`src/sv/fir101_pkg.sv`:
```
// ----------------------------------------------------------------------------
// fir101_pkg
// Shared types, sizes and the coefficient ROM for the 101-tap band-pass FIR.
// ----------------------------------------------------------------------------
package fir101_pkg;

    localparam int TAPS           = 101;
    localparam int TAPS_FULL      = 101;
    localparam int HALF_TAPS      = 51;
    localparam int SAMPLE_BITS    = 16;
    localparam int COEF_FRAC_BITS = 15;
    localparam int COEF_W         = 16;
    localparam int TAP_W          = $clog2(TAPS);
    localparam int HALF_W         = $clog2(HALF_TAPS);
    localparam int PROD_W         = SAMPLE_BITS + COEF_W;
    localparam int ACC_W          = PROD_W + $clog2(TAPS);
    localparam int RND_W          = ACC_W - COEF_FRAC_BITS;

    localparam logic CMD_SAMPLE = 1'b0;
    localparam logic CMD_CLEAR  = 1'b1;

    typedef struct packed {
        logic                          command;
        logic signed [SAMPLE_BITS-1:0] sample_in;
    } cmd_t;

    typedef struct packed {
        logic signed [SAMPLE_BITS-1:0] filtered_out;
        logic                          saturated;
    } res_t;

    // Q1.15 coefficients, first half plus center; the rest mirror these.
    localparam logic signed [COEF_W-1:0] COEF_HALF [HALF_TAPS] = '{
        -16'sd10,   -16'sd26,   -16'sd21,   16'sd1,     16'sd9,
        -16'sd13,   -16'sd39,   -16'sd33,   16'sd3,     16'sd18,
        -16'sd21,   -16'sd71,   -16'sd59,   16'sd9,     16'sd37,
        -16'sd34,   -16'sd123,  -16'sd100,  16'sd22,    16'sd71,
        -16'sd51,   -16'sd200,  -16'sd158,  16'sd48,    16'sd129,
        -16'sd70,   -16'sd309,  -16'sd237,  16'sd94,    16'sd225,
        -16'sd89,   -16'sd463,  -16'sd347,  16'sd176,   16'sd386,
        -16'sd106,  -16'sd700,  -16'sd515,  16'sd333,   16'sd691,
        -16'sd119,  -16'sd1146, -16'sd847,  16'sd713,   16'sd1475,
        -16'sd128,  -16'sd2577, -16'sd2160, 16'sd2928,  16'sd9794,
        16'sd12995
    };

    // Coefficient of tap i (tap 0 multiplies the newest sample).
    function automatic logic signed [COEF_W-1:0] coef_at(input logic [TAP_W-1:0] tap);
        logic [TAP_W-1:0] k;
        if (int'(tap) < HALF_TAPS)
        begin
            k = tap;
        end
        else
        begin
            k = TAP_W'(TAPS_FULL - 1 - int'(tap));
        end
        return COEF_HALF[k[HALF_W-1:0]];
    endfunction

endpackage

```
`src/sv/fir_bandpass_101_tap_top.sv`:
```
// ----------------------------------------------------------------------------
// fir_bandpass_101_tap_top
// 101-tap band-pass FIR for ECG samples, one shared multiplier.
// ----------------------------------------------------------------------------
// A sample command is worked from accept to the result beat like this: the
// delay line sits in one synchronous RAM with a single read port, and the
// taps are read one per cycle and fed to one 16x16 multiplier and a 39-bit
// accumulator. cmd_stall is high for the whole of that work and low
// otherwise; a finished result waits in the output register, so the next
// command is taken while the result beat is still stalled. A clear command
// gives no result beat. The RAM is a circular buffer; one valid flop per
// entry makes a never-written or cleared entry read as zero, so reset and
// clear cost no sweep. The sum is exact, rounded to nearest from Q.15 (ties
// away from zero) and saturated to 16 bits signed.
module fir_bandpass_101_tap_top (
    input  logic             clk,
    input  logic             rst_n,
    input  logic             cmd_valid,
    output logic             cmd_stall,
    input  fir101_pkg::cmd_t cmd,
    output logic             res_valid,
    input  logic             res_stall,
    output fir101_pkg::res_t res
);
    import fir101_pkg::*;

    typedef enum logic [2:0] {
        ST_IDLE,
        ST_RUN,    // issue one tap read per cycle
        ST_DRAIN,  // wait for read and multiply stages to empty
        ST_ROUND,  // magnitude plus half, shift out fraction
        ST_EMIT    // saturate into the output register
    } state_t;

    localparam logic [TAP_W-1:0]   LAST_ADDR = TAP_W'(TAPS - 1);
    localparam logic [TAP_W-1:0]   ONE_ADDR  = TAP_W'(1);
    localparam logic [ACC_W-1:0]   HALF_LSB  = ACC_W'(1) << (COEF_FRAC_BITS - 1);
    localparam logic [RND_W-1:0]   POS_MAX   = RND_W'((1 << (SAMPLE_BITS - 1)) - 1);
    localparam logic [RND_W-1:0]   NEG_MAX   = RND_W'(1 << (SAMPLE_BITS - 1));
    localparam logic signed [SAMPLE_BITS-1:0] OUT_MAX = {1'b0, {(SAMPLE_BITS-1){1'b1}}};
    localparam logic signed [SAMPLE_BITS-1:0] OUT_MIN = {1'b1, {(SAMPLE_BITS-1){1'b0}}};

    state_t state_reg;

    // delay line storage
    logic signed [SAMPLE_BITS-1:0] mem [TAPS];
    logic [TAPS-1:0]               vld_reg;
    logic [TAP_W-1:0]              wp_reg;

    // read issue
    logic [TAP_W-1:0] rd_addr_reg;
    logic [TAP_W-1:0] tap_reg;

    // stage 1: RAM data
    logic                          p1_v_reg;
    logic [TAP_W-1:0]              p1_tap_reg;
    logic signed [SAMPLE_BITS-1:0] mem_q_reg;
    logic                          vld_q_reg;

    // stage 2: product
    logic                     p2_v_reg;
    logic signed [PROD_W-1:0] prod_reg;

    logic signed [ACC_W-1:0] acc_reg;
    logic                    neg_reg;
    logic [RND_W-1:0]        rnd_reg;

    logic cmd_take;
    logic res_free;
    logic [ACC_W-1:0] mag;
    logic [ACC_W-1:0] mag_rnd;
    logic signed [SAMPLE_BITS-1:0] sat_val;
    logic                          sat_flag;
    logic signed [SAMPLE_BITS-1:0] tap_data;

    assign cmd_stall = (state_reg != ST_IDLE);
    assign cmd_take  = cmd_valid && !cmd_stall;
    assign res_free  = !res_valid || !res_stall;

    // entries never written since reset or clear count as zero
    assign tap_data = vld_q_reg ? mem_q_reg : '0;

    assign mag     = acc_reg[ACC_W-1] ? ACC_W'(-acc_reg) : ACC_W'(acc_reg);
    assign mag_rnd = mag + HALF_LSB;

    always_comb
    begin
        sat_flag = 1'b0;
        sat_val  = SAMPLE_BITS'(rnd_reg);
        if (!neg_reg)
        begin
            if (rnd_reg > POS_MAX)
            begin
                sat_flag = 1'b1;
                sat_val  = OUT_MAX;
            end
        end
        else
        begin
            if (rnd_reg > NEG_MAX)
            begin
                sat_flag = 1'b1;
                sat_val  = OUT_MIN;
            end
            else
            begin
                sat_val = SAMPLE_BITS'(-rnd_reg);
            end
        end
    end

    // RAM: written on sample accept, read one tap per cycle afterwards
    always_ff @(posedge clk)
    begin
        if (cmd_take && cmd.command == CMD_SAMPLE)
        begin
            mem[wp_reg] <= cmd.sample_in;
        end
        mem_q_reg <= mem[rd_addr_reg];
        prod_reg  <= tap_data * coef_at(p1_tap_reg);
    end

    always_ff @(posedge clk or negedge rst_n)
    begin
        if (!rst_n)
        begin
            state_reg   <= ST_IDLE;
            vld_reg     <= '0;
            wp_reg      <= '0;
            rd_addr_reg <= '0;
            tap_reg     <= '0;
            p1_v_reg    <= 1'b0;
            p1_tap_reg  <= '0;
            vld_q_reg   <= 1'b0;
            p2_v_reg    <= 1'b0;
            acc_reg     <= '0;
            neg_reg     <= 1'b0;
            rnd_reg     <= '0;
            res_valid   <= 1'b0;
            res         <= '0;
        end
        else
        begin
            if (res_valid && !res_stall)
            begin
                res_valid <= 1'b0;
            end

            p1_v_reg <= (state_reg == ST_RUN);
            // tap index only follows live reads, so it never leaves the ROM range
            if (state_reg == ST_RUN)
            begin
                p1_tap_reg <= tap_reg;
            end
            vld_q_reg  <= vld_reg[rd_addr_reg];
            p2_v_reg   <= p1_v_reg;
            if (p2_v_reg)
            begin
                acc_reg <= acc_reg + ACC_W'(prod_reg);
            end

            unique case (state_reg)
                ST_IDLE:
                begin
                    if (cmd_take)
                    begin
                        if (cmd.command == CMD_CLEAR)
                        begin
                            vld_reg <= '0;
                        end
                        else
                        begin
                            vld_reg[wp_reg] <= 1'b1;
                            rd_addr_reg     <= wp_reg;
                            wp_reg          <= (wp_reg == LAST_ADDR) ? '0 : wp_reg + ONE_ADDR;
                            tap_reg         <= '0;
                            acc_reg         <= '0;
                            state_reg       <= ST_RUN;
                        end
                    end
                end
                ST_RUN:
                begin
                    // walk backward in time from the newest entry
                    rd_addr_reg <= (rd_addr_reg == '0) ? LAST_ADDR : rd_addr_reg - ONE_ADDR;
                    tap_reg     <= tap_reg + ONE_ADDR;
                    if (tap_reg == LAST_ADDR)
                    begin
                        state_reg <= ST_DRAIN;
                    end
                end
                ST_DRAIN:
                begin
                    if (!p1_v_reg && !p2_v_reg)
                    begin
                        state_reg <= ST_ROUND;
                    end
                end
                ST_ROUND:
                begin
                    neg_reg   <= acc_reg[ACC_W-1];
                    rnd_reg   <= mag_rnd[ACC_W-1:COEF_FRAC_BITS];
                    state_reg <= ST_EMIT;
                end
                ST_EMIT:
                begin
                    if (res_free)
                    begin
                        res_valid        <= 1'b1;
                        res.filtered_out <= sat_val;
                        res.saturated    <= sat_flag;
                        state_reg        <= ST_IDLE;
                    end
                end
                default:
                begin
                    state_reg <= ST_IDLE;
                end
            endcase
        end
    end

    a_res_from_emit: assert property (@(posedge clk) disable iff (!rst_n)
        $rose(res_valid) |-> $past(state_reg == ST_EMIT))
        else $error("result beat raised outside emit");

    a_clear_zeroes: assert property (@(posedge clk) disable iff (!rst_n)
        (cmd_take && cmd.command == CMD_CLEAR) |=> (vld_reg == '0))
        else $error("clear left valid entries");

    a_round_drained: assert property (@(posedge clk) disable iff (!rst_n)
        (state_reg == ST_ROUND) |-> (!p1_v_reg && !p2_v_reg))
        else $error("rounding before accumulation finished");

    a_sat_extreme: assert property (@(posedge clk) disable iff (!rst_n)
        (res_valid && res.saturated) |->
            (res.filtered_out == OUT_MAX || res.filtered_out == OUT_MIN))
        else $error("saturated result not at a range limit");

endmodule
```
`config.mk`:
```
export PLATFORM = sky130hd
export DESIGN_NAME = fir_bandpass_101_tap_top
export DESIGN_NICKNAME = d
export VERILOG_FILES = /design/src/sv/fir101_pkg.sv /design/src/sv/fir_bandpass_101_tap_top.sv
export SDC_FILE = /design/constraint.sdc
export NUM_CORES = 2
export LEC_CHECK = 0
export BUFFER_PORTS_ARGS = -buffer_cell sky130_fd_sc_hd__buf_2
export CAP_MARGIN = 25
export CORE_MARGIN = 2
export CORE_UTILIZATION = 44
export CTS_CLUSTER_SIZE = 30
export DETAILED_ROUTE_END_ITERATION = 16
export GPL_TIMING_DRIVEN = 0
export PLACE_DENSITY = 0.69
export SYNTH_ARGS = -nofsm -noshare
export SYNTH_HDL_FRONTEND = slang
export SYNTH_SLANG_ARGS = --single-unit
```
`constraint.sdc`:
```
create_clock -name clk -period 18.3 [get_ports clk]
set_clock_uncertainty 0.15 [all_clocks]
set_input_delay 1.83 -clock clk [delete_from_list [all_inputs] [get_ports clk]]
set_output_delay 1.83 -clock clk [all_outputs]
set_load 0.05 [all_outputs]
```
==> flow_metrics.tcl <==
set metrics [dict create \
    cts_sinks 1881 \
    fmax_ghz 0.0937 \
    multi_input_area_sq_um 29300 \
    core-area_sq_um 195000 \
    cts_resized 0 \
    clockBufferDepth 3 \
    yosys.cell_types.count 83 \
    die_w_um 447 \
    dpl-instance-area_sq_um 92500 \
    seqCellArea_sq_um 54900 \
    avgSynthCellArea_sq_um 16.7 \
    drive_gt1_frac 0.213 \
    setup_viol 0 \
    holdWs_ps 335 \
    grt_max_degree 116 \
    dp_cells 7968 \
    setup_tns_ps 0 \
    path_class "reg -> reg" \
    final_area_sq_um 98900 \
    synth_top_area_frac 0.562 \
    crit_path_max_fanout 10 \
    relSlewSlack 0.171 \
    cp_slowest_cell "o21ai_1" \
    syn_nets 5581 \
    grt_pass1_wl_mm 324 \
    largest_reg_flops 1616 \
    path_clk_slew_ps 60 \
    ioPinCount 40 \
    row_count 162 \
    start_util 0.443 \
    drc_errors 0 \
    rsz0062_at_grt "no" \
    syn_inst 5165 \
    crit_path_end_kind "flop" \
    cts_tree "yes" \
    grt-busiest-layer "met2" \
    nFillCells 15695 \
    clock_latency_ps 850 \
    viasPerCell 5.83 \
    post_cts_buffers 0 \
    vias 48574 \
    tightestPinTransition_ps 1240 \
    synth_seq_cells 1881 \
    synth_edf_count 1616 \
    synth_ff_type "edfxtp_1" \
    hpwl_mm 153 \
    ys_seq_area_frac 0.636 \
    ys_top_cells_by_area "edfxtp_1 56%, mux4_2 14%, dfrtp_1 6.3%" \
    vdd_drop_max_uv 113 \
    power_density_nw_per_um2 157 \
    crit_arrival_ps 11240 \
    yosysWarningCount 0 \
    yosys-top-cells-count "1616 x edfxtp_1, 539 x mux4_2, 398 x nor2_1" \
    p_leak_nw 34.7 \
    fp.dieArea_sq_um 200000 \
    die_h_um 447 \
    overflow 0 \
    grt_pass1_vias 48674 \
    portBuffers 38 \
    drt_iter0_drc 5456 \
    critPathMaxStageDelay_ps 670 \
    hold_class "reg -> reg" \
    layout.nets 5966 \
    status "completed" \
    antenna_found_initial 11 \
    grtUsageMet2 0.362 \
    finalNonFillerCells 8335 \
    drt-total-wl_mm 218 \
    grt_use_total 0.220 \
    yosys.area.top_type "edfxtp_1" \
    netlist_area_sq_um 86400 \
    met1_usage 0.296 \
    finalMaxSlewViolations 0 \
    period_minus_slack_ps 10680 \
    async_flop_share 0.115 \
    min_period_over_period 0.583 \
    postCtsHoldBufs 0 \
    htreeDepth 4 \
    drtAntennaViolNets 0 \
    first_pass_iters 8 \
    crit_top_cell "fa_1" \
    yosysMostFrequentCell "edfxtp_1" \
    crit_required_ps 18870 \
    wl_per_cell_um 26.2 \
    gp_congestion 0.929 \
    cts-buffers-inserted 181 \
    area_growth_pct 14.5 \
    root_buffer "clkbuf_16" \
    maxCapViolations 0 \
    hold_viol 0 \
    setup.worst_path.start_class "flop" \
    met3_usage 0.0383 \
]
## through the flow
| step | utilization | setup WS [ps] | total power, mW |
|---|---|---|---|
| after floorplan | - | 9840 | 9.50 |
| after global placement | 0.461 | 7910 | 11.5 |
| after detailed placement | 0.475 | 7830 | 11.7 |
| after CTS | 0.506 | 7770 | 15.5 |
| after global routing | 0.507 | 7080 | 16.3 |
| final | 0.507 | 7620 | 15.5 |
## kinds of logic (layout without fill, tap and decap cells)
kind of cell,count (synthesis),in the layout,share of synthesized area
flip-flops,1881,1881,0.636
AND/OR/NAND/NOR,960,960,0.0505
buffers and inverters,611,1153,0.0278
multiplexers,608,608,0.149
AO/OA/AOI/OAI,603,603,0.0460
adder cells (fa/ha/maj),395,395,0.0802
XOR/XNOR,107,107,0.0108
other,0,4,0
## placed cells by master, fill, tap and decap left out, types with 23 or more instances in the layout
| cell | synthesis | final |
|---|---|---|
| edfxtp_1 | 1616 | 1616 |
| mux4_2 | 539 | 539 |
| inv_1 | 332 | 332 |
| nor2_1 | 398 | 297 |
| fa_1 | 264 | 264 |
| nand2_1 | 254 | 254 |
| clkbuf_1 | 179 | 227 |
| dfrtp_1 | 217 | 217 |
| clkbuf_16 | 0 | 187 |
| buf_8 | 0 | 133 |
| ha_1 | 131 | 131 |
| o21ai_0 | 128 | 128 |
| a21oi_1 | 121 | 121 |
| o21a_1 | 118 | 118 |
| nor2_2 | 0 | 101 |
| xnor2_1 | 73 | 73 |
| buf_2 | 34 | 58 |
| nand3_1 | 54 | 54 |
| buf_1 | 51 | 51 |
| dfxtp_1 | 48 | 48 |
| mux2i_1 | 46 | 46 |
| a21o_1 | 34 | 34 |
| xor2_1 | 34 | 34 |
| nor2b_1 | 34 | 34 |
| nor3_1 | 35 | 34 |
| clkinv_2 | 0 | 30 |
| a211oi_1 | 29 | 29 |
| clkinv_1 | 4 | 29 |
| nand2b_1 | 27 | 27 |
| a31oi_1 | 25 | 25 |
| nand4_1 | 24 | 24 |
| and2_1 | 23 | 23 |
| mux2_2 | 23 | 23 |
| o211ai_1 | 23 | 23 |
| or3_1 | 23 | 23 |
## final timing paths
check                                     startpoint                    endpoint  slack (ps)  depth (start not counted)
setup reg to reg           p1_tap_reg[0]$_DFFE_PN0P_        prod_reg[30]$_DFF_P_        7620                         32
hold / removal                   res[16]$_DFFE_PN0P_         res[16]$_DFFE_PN0P_         340                          2
setup / recovery           p1_tap_reg[0]$_DFFE_PN0P_        prod_reg[30]$_DFF_P_        7620                         32
hold reg to reg                  res[16]$_DFFE_PN0P_         res[16]$_DFFE_PN0P_         340                          2
max in group asynchronous                      rst_n  rd_addr_reg[0]$_DFFE_PN0P_       15810                          2
min in group asynchronous                      rst_n         res[13]$_DFFE_PN0P_         950                          1
## layout make-up
class	instances	area share
antenna	4	0.000101
buffer	275	0.0115
clock buffer	248	0.0509
clock inverter	92	0.0103
inverter	336	0.0127
multi-input combinational	2673	0.296
sequential	1881	0.555
tap	2624	0.0332
timing repair buffer	202	0.0297
## layer usage
metal	share of wire	wire length, um
met5	0.000060	13
met4	0.036	7840
met3	0.080	17500
met2	0.49	108000
met1	0.39	85100
## power breakdown
group / leakage [nW] / internal [mW] / switching [mW] / total, mW
sequential: 17.8 / 4.82 / 0.130 / 4.95
combinational: 14.0 / 2.78 / 4.02 / 6.80
clock: 2.93 / 2.12 / 1.65 / 3.77
## worst max-delay path, delay by kind of cell, from the launching register on
kind | cells | cell delay (ps)
adder cells (fa/ha/maj) | 8 | 3670
AO/OA/AOI/OAI | 10 | 3080
buffers and inverters | 8 | 1900
AND/OR/NAND/NOR | 4 | 910
flip-flops | 1 | 530
XOR/XNOR | 2 | 350
Power figures use the tool's default switching activity.
